<file path="src/pafr_pkg.sv">
// ----------------------------------------------------------------------------
// pafr_pkg
// shared types and constants for the first-fit pool allocator
// ----------------------------------------------------------------------------
package pafr_pkg;

    localparam int RECORDS     = 64;
    localparam int IDX_W       = $clog2(RECORDS);
    localparam int CNT_W       = $clog2(RECORDS + 1);
    localparam int OFFSET_BITS = 20;
    localparam int SIZE_W      = 21;
    localparam int REC_W       = OFFSET_BITS + SIZE_W;

    localparam logic [SIZE_W-1:0] POOL_RESET = SIZE_W'(1048576);

    typedef enum logic [1:0] {
        OP_ALLOC   = 2'd0,
        OP_RELEASE = 2'd1,
        OP_CLEAR   = 2'd2,
        OP_QUERY   = 2'd3
    } t_op;

    typedef enum logic [1:0] {
        ST_OK         = 2'd0,
        ST_EXHAUSTED  = 2'd1,
        ST_NOT_FOUND  = 2'd2,
        ST_TABLE_FULL = 2'd3
    } t_status;

    typedef enum logic [1:0] {
        S_IDLE,
        S_SCAN,
        S_APPLY,
        S_OUT
    } t_state;

endpackage

</file>
<file path="src/pafr_req_if.sv">
// ----------------------------------------------------------------------------
// pafr_req_if
// request channel: opcode, request size and release offset
// ----------------------------------------------------------------------------
interface pafr_req_if;
    logic                             valid;
    logic                             ready;
    logic [1:0]                       opcode;
    logic [pafr_pkg::SIZE_W-1:0]      request_size;
    logic [pafr_pkg::OFFSET_BITS-1:0] release_offset;

    modport source (output valid, output opcode, output request_size,
                    output release_offset, input ready);
    modport sink   (input valid, input opcode, input request_size,
                    input release_offset, output ready);
endinterface

</file>
<file path="src/pafr_rsp_if.sv">
// ----------------------------------------------------------------------------
// pafr_rsp_if
// result channel: status, granted offset, used units and tail free
// ----------------------------------------------------------------------------
interface pafr_rsp_if;
    logic                             valid;
    logic                             ready;
    logic [1:0]                       status;
    logic [pafr_pkg::OFFSET_BITS-1:0] block_offset;
    logic [pafr_pkg::SIZE_W-1:0]      used_units;
    logic [pafr_pkg::SIZE_W-1:0]      tail_free;

    modport source (output valid, output status, output block_offset,
                    output used_units, output tail_free, input ready);
    modport sink   (input valid, input status, input block_offset,
                    input used_units, input tail_free, output ready);
endinterface

</file>
<file path="src/pool_allocator_first_fit_reuse.sv">
// ----------------------------------------------------------------------------
// pool_allocator_first_fit_reuse
// first-fit allocator over a record table kept in a synchronous memory
// ----------------------------------------------------------------------------
// sequence: allocate and release walk the records from accept, one record
//   read per cycle, each checked when its data returns, then apply and
//   output; a hit ends the walk early; clear all and query go straight
//   to apply and output
// throughput: one item at a time, a new item accepted once the result is
//   in the output register; the walk is paced by the single read port
// reset: synchronous active low; clears busy bits, record count, next free
//   offset and used units, pool size returns to 1048576; memory not cleared
module pool_allocator_first_fit_reuse (
    input  logic                        i_clk,
    input  logic                        i_rst_n,
    input  logic                        i_cfg_we,
    input  logic [pafr_pkg::SIZE_W-1:0] i_cfg_wdata,
    pafr_req_if.sink                    i_req,
    pafr_rsp_if.source                  o_rsp
);
    import pafr_pkg::*;

    // record memory: {offset, size} per entry, one read and one write port
    logic [REC_W-1:0]       mem [RECORDS];
    logic [REC_W-1:0]       r_rd_data;

    // control state
    t_state                 r_state, n_state;
    logic [RECORDS-1:0]     r_busy;
    logic [CNT_W-1:0]       r_count;
    logic [SIZE_W-1:0]      r_nfo;
    logic [SIZE_W-1:0]      r_used;
    logic [SIZE_W-1:0]      r_pool;

    // latched item
    logic [1:0]             r_op;
    logic [SIZE_W-1:0]      r_req;
    logic [OFFSET_BITS-1:0] r_rel;

    // scan pipeline
    logic [CNT_W-1:0]       r_idx;
    logic [IDX_W-1:0]       r_chk_idx;
    logic                   r_chk_vld;
    logic                   r_found;
    logic [IDX_W-1:0]       r_hit_idx;
    logic [OFFSET_BITS-1:0] r_hit_off;
    logic [SIZE_W-1:0]      r_hit_size;

    // apply results
    logic [1:0]             r_status;
    logic [OFFSET_BITS-1:0] r_grant;

    // output register
    logic                   r_out_valid;
    logic [1:0]             r_out_status;
    logic [OFFSET_BITS-1:0] r_out_off;
    logic [SIZE_W-1:0]      r_out_used;
    logic [SIZE_W-1:0]      r_out_tail;

    // combinational control
    logic                   accept;
    logic                   out_free;
    logic                   chk_busy;
    logic [OFFSET_BITS-1:0] rd_off;
    logic [SIZE_W-1:0]      rd_size;
    logic                   match;
    logic                   scan_hit;
    logic                   scan_more;
    logic                   rd_en;
    logic                   nfo_in_range;
    logic [SIZE_W:0]        nfo_plus_req;
    logic                   fits;
    logic                   table_full;
    logic                   mem_we;
    logic [SIZE_W-1:0]      tail;

    assign accept    = i_req.valid && i_req.ready;
    assign out_free  = !r_out_valid || o_rsp.ready;

    // record under check, data arrives in the cycle after its read
    assign chk_busy  = r_busy[r_chk_idx];
    assign rd_off    = r_rd_data[SIZE_W +: OFFSET_BITS];
    assign rd_size   = r_rd_data[SIZE_W-1:0];
    assign match     = (r_op == OP_ALLOC) ? (!chk_busy && rd_size >= r_req)
                                          : (chk_busy && rd_off == r_rel);
    assign scan_hit  = r_chk_vld && match;
    assign scan_more = r_idx < r_count;

    // new record checks
    assign nfo_in_range = (r_nfo >> OFFSET_BITS) == '0;
    assign nfo_plus_req = {1'b0, r_nfo} + {1'b0, r_req};
    assign fits         = nfo_in_range && (nfo_plus_req <= {1'b0, r_pool});
    assign table_full   = r_count >= CNT_W'(RECORDS);

    // tail free from registered state, saturating at zero
    assign tail = (r_pool > r_nfo) ? (r_pool - r_nfo) : '0;

    // next state and strobes
    always_comb begin
        n_state     = r_state;
        i_req.ready = 1'b0;
        rd_en       = 1'b0;
        mem_we      = 1'b0;
        unique case (r_state)
            S_IDLE: begin
                i_req.ready = 1'b1;
                if (i_req.valid) begin
                    if (i_req.opcode == OP_ALLOC || i_req.opcode == OP_RELEASE) begin
                        n_state = S_SCAN;
                    end else begin
                        n_state = S_APPLY;
                    end
                end
            end
            S_SCAN: begin
                if (scan_hit || !scan_more) begin
                    n_state = S_APPLY;
                end else begin
                    rd_en = 1'b1;
                end
            end
            S_APPLY: begin
                // carve a new record only when no free record fit
                mem_we  = (r_op == OP_ALLOC) && !r_found && fits && !table_full;
                n_state = S_OUT;
            end
            S_OUT: begin
                if (out_free) begin
                    n_state = S_IDLE;
                end
            end
            default: n_state = S_IDLE;
        endcase
    end

    always_ff @(posedge i_clk) begin
        if (!i_rst_n) begin
            r_state <= S_IDLE;
        end else begin
            r_state <= n_state;
        end
    end

    // record memory ports
    always_ff @(posedge i_clk) begin
        if (rd_en) begin
            r_rd_data <= mem[r_idx[IDX_W-1:0]];
        end
        if (mem_we) begin
            mem[r_count[IDX_W-1:0]] <= {r_nfo[OFFSET_BITS-1:0], r_req};
        end
    end

    // pool size register
    always_ff @(posedge i_clk) begin
        if (!i_rst_n) begin
            r_pool <= POOL_RESET;
        end else if (i_cfg_we) begin
            r_pool <= i_cfg_wdata;
        end
    end

    // item latch
    always_ff @(posedge i_clk) begin
        if (accept) begin
            r_op  <= i_req.opcode;
            r_req <= i_req.request_size;
            r_rel <= i_req.release_offset;
        end
    end

    // scan pipeline: issue read of r_idx, check the entry read last cycle
    always_ff @(posedge i_clk) begin
        if (!i_rst_n) begin
            r_idx     <= '0;
            r_chk_vld <= 1'b0;
            r_found   <= 1'b0;
        end else if (accept) begin
            r_idx     <= '0;
            r_chk_vld <= 1'b0;
            r_found   <= 1'b0;
        end else if (r_state == S_SCAN) begin
            r_chk_vld <= rd_en;
            if (rd_en) begin
                r_idx <= r_idx + 1'b1;
            end
            if (scan_hit) begin
                r_found <= 1'b1;
            end
        end
    end

    always_ff @(posedge i_clk) begin
        if (rd_en) begin
            r_chk_idx <= r_idx[IDX_W-1:0];
        end
        if (r_state == S_SCAN && scan_hit) begin
            r_hit_idx  <= r_chk_idx;
            r_hit_off  <= rd_off;
            r_hit_size <= rd_size;
        end
    end

    // apply the operation to table state
    always_ff @(posedge i_clk) begin
        if (!i_rst_n) begin
            r_busy  <= '0;
            r_count <= '0;
            r_nfo   <= '0;
            r_used  <= '0;
        end else if (r_state == S_APPLY) begin
            priority case (1'b1)
                r_op == OP_ALLOC && r_found: begin
                    r_busy[r_hit_idx] <= 1'b1;
                    r_used            <= r_used + r_hit_size;
                end
                mem_we: begin
                    r_busy[r_count[IDX_W-1:0]] <= 1'b1;
                    r_count <= r_count + 1'b1;
                    r_nfo   <= nfo_plus_req[SIZE_W-1:0];
                    r_used  <= r_used + r_req;
                end
                r_op == OP_RELEASE && r_found: begin
                    r_busy[r_hit_idx] <= 1'b0;
                    r_used            <= r_used - r_hit_size;
                end
                r_op == OP_CLEAR: begin
                    r_busy <= '0;
                    r_used <= '0;
                end
                default: ;
            endcase
        end
    end

    // status and granted offset
    always_ff @(posedge i_clk) begin
        if (r_state == S_APPLY) begin
            r_status <= ST_OK;
            r_grant  <= '0;
            unique case (r_op)
                OP_ALLOC: begin
                    if (r_found) begin
                        r_grant <= r_hit_off;
                    end else if (!fits) begin
                        r_status <= ST_EXHAUSTED;
                    end else if (table_full) begin
                        r_status <= ST_TABLE_FULL;
                    end else begin
                        r_grant <= r_nfo[OFFSET_BITS-1:0];
                    end
                end
                OP_RELEASE: begin
                    if (!r_found) begin
                        r_status <= ST_NOT_FOUND;
                    end
                end
                default: ;
            endcase
        end
    end

    // output register, loads once the previous result is taken
    always_ff @(posedge i_clk) begin
        if (!i_rst_n) begin
            r_out_valid <= 1'b0;
        end else if (r_state == S_OUT && out_free) begin
            r_out_valid <= 1'b1;
        end else if (o_rsp.ready) begin
            r_out_valid <= 1'b0;
        end
    end

    always_ff @(posedge i_clk) begin
        if (r_state == S_OUT && out_free) begin
            r_out_status <= r_status;
            r_out_off    <= r_grant;
            r_out_used   <= r_used;
            r_out_tail   <= tail;
        end
    end

    assign o_rsp.valid        = r_out_valid;
    assign o_rsp.status       = r_out_status;
    assign o_rsp.block_offset = r_out_off;
    assign o_rsp.used_units   = r_out_used;
    assign o_rsp.tail_free    = r_out_tail;

endmodule

</file>
<file path="src/flat_wrapper.sv">
// flat-port wrapper written by rule: the top's interface ports become plain ports
module pool_allocator_first_fit_reuse_flat import pafr_pkg::*;
  (i_clk, i_rst_n, i_cfg_we, i_cfg_wdata, i_req_valid, i_req_opcode, i_req_request_size, i_req_release_offset, i_req_ready, o_rsp_valid, o_rsp_status, o_rsp_block_offset, o_rsp_used_units, o_rsp_tail_free, o_rsp_ready);
  pafr_req_if i_req_i ();
  pafr_rsp_if o_rsp_i ();
  input  logic i_clk;
  input  logic i_rst_n;
  input  logic i_cfg_we;
  input  logic [pafr_pkg::SIZE_W-1:0] i_cfg_wdata;
  input wire logic [$bits(i_req_i.valid)-1:0] i_req_valid;
  input wire logic [$bits(i_req_i.opcode)-1:0] i_req_opcode;
  input wire logic [$bits(i_req_i.request_size)-1:0] i_req_request_size;
  input wire logic [$bits(i_req_i.release_offset)-1:0] i_req_release_offset;
  output wire logic [$bits(i_req_i.ready)-1:0] i_req_ready;
  output wire logic [$bits(o_rsp_i.valid)-1:0] o_rsp_valid;
  output wire logic [$bits(o_rsp_i.status)-1:0] o_rsp_status;
  output wire logic [$bits(o_rsp_i.block_offset)-1:0] o_rsp_block_offset;
  output wire logic [$bits(o_rsp_i.used_units)-1:0] o_rsp_used_units;
  output wire logic [$bits(o_rsp_i.tail_free)-1:0] o_rsp_tail_free;
  input wire logic [$bits(o_rsp_i.ready)-1:0] o_rsp_ready;
  assign i_req_i.valid = i_req_valid;
  assign i_req_i.opcode = i_req_opcode;
  assign i_req_i.request_size = i_req_request_size;
  assign i_req_i.release_offset = i_req_release_offset;
  assign i_req_ready = i_req_i.ready;
  assign o_rsp_valid = o_rsp_i.valid;
  assign o_rsp_status = o_rsp_i.status;
  assign o_rsp_block_offset = o_rsp_i.block_offset;
  assign o_rsp_used_units = o_rsp_i.used_units;
  assign o_rsp_tail_free = o_rsp_i.tail_free;
  assign o_rsp_i.ready = o_rsp_ready;
  pool_allocator_first_fit_reuse u_core (.i_clk(i_clk), .i_rst_n(i_rst_n), .i_cfg_we(i_cfg_we), .i_cfg_wdata(i_cfg_wdata), .i_req(i_req_i), .o_rsp(o_rsp_i));
endmodule
</file>
<file path="config.mk">
export PLATFORM = sky130hd
export DESIGN_NAME = pool_allocator_first_fit_reuse_flat
export DESIGN_NICKNAME = d
export VERILOG_FILES = /design/src/pafr_pkg.sv /design/src/pafr_req_if.sv /design/src/pafr_rsp_if.sv /design/src/pool_allocator_first_fit_reuse.sv /design/src/flat_wrapper.sv
export SDC_FILE = /design/constraint.sdc
export NUM_CORES = 2
export LEC_CHECK = 0
export ABC_AREA = 1
export BUFFER_PORTS_ARGS = -buffer_cell sky130_fd_sc_hd__buf_2
export CAP_MARGIN = 20
export CORE_ASPECT_RATIO = 1.75
export CORE_UTILIZATION = 54
export CTS_CLUSTER_SIZE = 24
export DETAILED_ROUTE_END_ITERATION = 8
export HOLD_SLACK_MARGIN = 0.02
export PLACE_DENSITY = 0.68
export SLEW_MARGIN = 15
export SYNTH_ARGS = -nofsm -noshare
export SYNTH_HDL_FRONTEND = slang
export SYNTH_SLANG_ARGS = --single-unit
export TNS_END_PERCENT = 1
</file>
<file path="constraint.sdc">
create_clock -name i_clk -period 10.9 [get_ports i_clk]
set_input_delay 1.09 -clock i_clk [delete_from_list [all_inputs] [get_ports i_clk]]
set_output_delay 1.09 -clock i_clk [all_outputs]
set_load 0.05 [all_outputs]
</file>
==> out/results.tsv <==
metric	value	unit
dp_hpwl	232000	µm
synthCells	10100	
power_density	190	nW/µm²
yosys.area.top_type	edfxtp_1	
power	25.8	mW
hold_start	i_req_release_offset[6]	
synth.area.top_cells	edfxtp_1, o21ai_0, nor2_1	
routed_via_density	6.46	
grt_pass1_wl	553000	µm
die_w	364	µm
cp-end-kind	register	
cts_root_buffer	clkbuf_16	
clk_path_buf_depth	4	
cts-resized-gates	0	
ys_seq_area_frac	0.715	
reg2reg_from	u_core.r_nfo[2]	
start_util	0.542	
cp.required	11.64	ns
rsz0062_at_grt	no	
power_switching_share	0.262	
clock-sinks	2993	
port_buffers	134	
worstPathArrival	7.26	ns
crit_buf_inv	3	
grt_usage	0.328	
max_freq	0.153	GHz
wl_per_cell	29.0	µm
critical-path-max-stage-delay	0.75	ns
yosys_warnings	0	
fin_nets	10200	
cts_made_buffers	268	
max_slew_margin	0.233	
setup_violations	0	
final_util	0.597	
hold_violations	0	
path_class	reg2reg	
ff2ff_path_depth	27	
hold_buffers	0	
holdCritPathClass	in2reg	
ys.flop_type	edfxtp_1	
io_pins	135	
syn_avg_cell_area	12.3	µm²
place_ws	4.39	ns
p_int	19.0	mW
violations	DRC	
final_cell_mix	edfxtp_1, nor2_1, o21ai_0, nand2_1, o22ai_1	
layout-drive-gt1-share	0.0835	
hold_depth	1	
cts.htree.levels	5	
clk_pin_slew_worst_paths	0.07	ns
clockPowerShare	0.360	
grt_pass1_vias	82500	
synth_edf_count	2847	
fin_tns_setup	0	ns
p_sw	6.77	mW
ys_ff_latch	2993	
dieArea	231000	µm²
setup_slack	4.37	ns
status	complete, but fails checks	
critPathMostFrequentCell	nand2_1	
period_share	0.599	
cts_tree	built	
fin_area	136000	µm²
overflow	0	
tightestPinTransition	1.14	ns
place_congestion	0.939	
syn-cell-area	124000	µm²
fp.dieH	635	µm
r2r_slack	4.37	ns
postRouteAntennaNets	0	
cp_slowest_cell	buf_4	
coreArea	228000	µm²
synth_fp_nets	10300	
worstPathMaxFanout	99	
clock_latency	0.87	ns
combPwrFrac	0.115	
drc	2	
maxCapViolations	0	
antenna_found_initial	47	
min_period	6.53	ns
crit_family	simple AND/OR/NAND/NOR gates	
row_count	232	
synth_cell_types	58	
start_kind	register	
report.final.slew_viol_count	0	
drtIter0Drc	11300	
p_leak	45.1	nW
cts_setup_buffers	0	
placed_area	128000	µm²
ir_drop	0.000139	V
final_common_cell	edfxtp_1	
finClkSkew	0.0474	ns
drt-pass1-iter-count	9	
routed_wirelength	385000	µm
min_to	u_core.r_rel[6]	
num_vias	85700	
synth_top_area_frac	0.692	
reg2reg_to	u_core.r_busy[17]	
grt_max_degree	192	
seq_power_share	0.524	
synthArstFlopShare	0	
synthToLayoutAreaGrowth	10.2	%
[power groups by stage]
stage          Clock, mW  Sequential (mW)  Combinational (mW)
4_1_cts             9.36             13.5                2.90
3_3_place_gp           0             13.8                2.85
3_5_place_dp           0             13.8                2.89
2_1_floorplan          0             14.0                1.43
5_1_grt             9.77             13.5                3.16
6_report            9.30             13.5                2.97
[state kept, by name, indices dropped and copies added, names as in the netlist, 21 cells and up]
| signal | count |
|---|---|
| u_core.r_req | 21 |
| u_core.o_rsp.used_units | 21 |
| u_core.r_rd_data | 41 |
| u_core.r_pool | 21 |
| u_core.o_rsp.tail_free | 21 |
| u_core.r_hit_size | 21 |
| u_core.r_nfo | 21 |
| u_core.r_used | 21 |
| u_core.mem | 2624 |
| u_core.r_busy | 64 |
[Yosys cell counts (3+ instances only)]
master / n
o221ai_1: 247
nand4_1: 54
inv_2: 5
a221oi_1: 3
o21a_1: 6
edfxtp_1: 2847
nor2_1: 1690
a21o_1: 5
ha_1: 156
nor3_1: 173
a221o_1: 24
or2_2: 11
a211oi_1: 17
and3_1: 3
o21bai_1: 8
fa_1: 5
o31ai_1: 6
dfxtp_1: 146
xnor2_1: 32
buf_2: 110
o21ai_0: 1646
inv_1: 272
clkbuf_1: 503
a21oi_1: 323
a32o_1: 8
nand3b_1: 5
a31oi_1: 66
o21ai_1: 10
buf_1: 29
nand2_1: 711
a21boi_0: 4
nor4_1: 15
clkinv_1: 11
o211ai_1: 99
buf_4: 10
xor2_1: 53
nand3_1: 299
o22ai_1: 415
[area by class of cell]
type | instances | area, µm²
Fill cell | 17500 | 91700
Sequential cell | 2993 | 88500
Multi-Input combinational cell | 6114 | 31800
Clock buffer | 322 | 7050
Tap cell | 3042 | 3810
Timing Repair Buffer | 352 | 2510
Clock inverter | 139 | 1290
Inverter | 289 | 1120
Antenna cell | 21 | 52.6
[worst reg2reg max path, stage by stage (launching register included)]
cell	delay, ns
dfxtp_2	0.32
buf_4	0.63
ha_1	0.44
a21oi_2	0.17
nand2_2	0.09
a21boi_4	0.22
o21ai_2	0.12
a21oi_1	0.23
o21bai_1	0.15
nand2_1	0.10
nand2_1	0.05
nand2_1	0.06
nand2_1	0.08
ha_1	0.30
nand2_1	0.07
nor3_1	0.33
nand2_1	0.09
nand2_1	0.06
nand2_1	0.05
nand2_1	0.07
nand2_1	0.16
nand4_4	0.19
buf_4	0.75
nand2_2	0.17
nand2_4	0.46
inv_4	0.52
o21ai_0	0.45
nor2_1	0.07
[logic make-up (layout without fill, tap and decap cells)]
group / after synthesis / after routing / synth area share
AOI/OAI and AO/OA: 2898 / 2898 / 0.134
buffers and inverters: 944 / 1102 / 0.0302
and+or+nand+nor: 2970 / 2970 / 0.0972
other: 0 / 21 / 0
DFF: 2993 / 2993 / 0.715
adders and majority gates: 161 / 161 / 0.0166
xor gates and xnor gates: 85 / 85 / 0.00602
[per-layer routing]
layer	track usage	share of wire	vias to the layer above
li1	-	-	37200
met1	0.382	0.34	42400
met2	0.551	0.50	4757
met3	0.0564	0.085	1226
met4	0.223	0.075	28
met5	0	0.00053	-
[through the flow]
| stage | hold WS (ns) | std cells |
|---|---|---|
| after detailed placement | 0.406 | 12800 |
| after CTS | 0.351 | 13200 |
| after global routing | 0.391 | 13300 |
| after global placement | 0.400 | 12800 |
| final | 0.403 | 13300 |
| after floorplan | 0.400 | 10100 |
[worst max-delay path by stage]
stage	startpoint	endpoint	slack, ns	depth (start not counted)
global placement	u_core.r_nfo[1]	u_core.r_used[13]	4.46	23
CTS	u_core.r_nfo[1]	u_core.r_busy[1]	4.36	23
global route	u_core.r_nfo[1]	u_core.r_busy[56]	3.92	23
detailed placement	u_core.r_nfo[1]	u_core.r_busy[31]	4.39	23
finish	u_core.r_nfo[2]	u_core.r_busy[17]	4.37	27
floorplan	u_core.r_req[1]	u_core.mem[63][0]	2.48	24
Note: power is estimated with default switching activity, not from simulation.
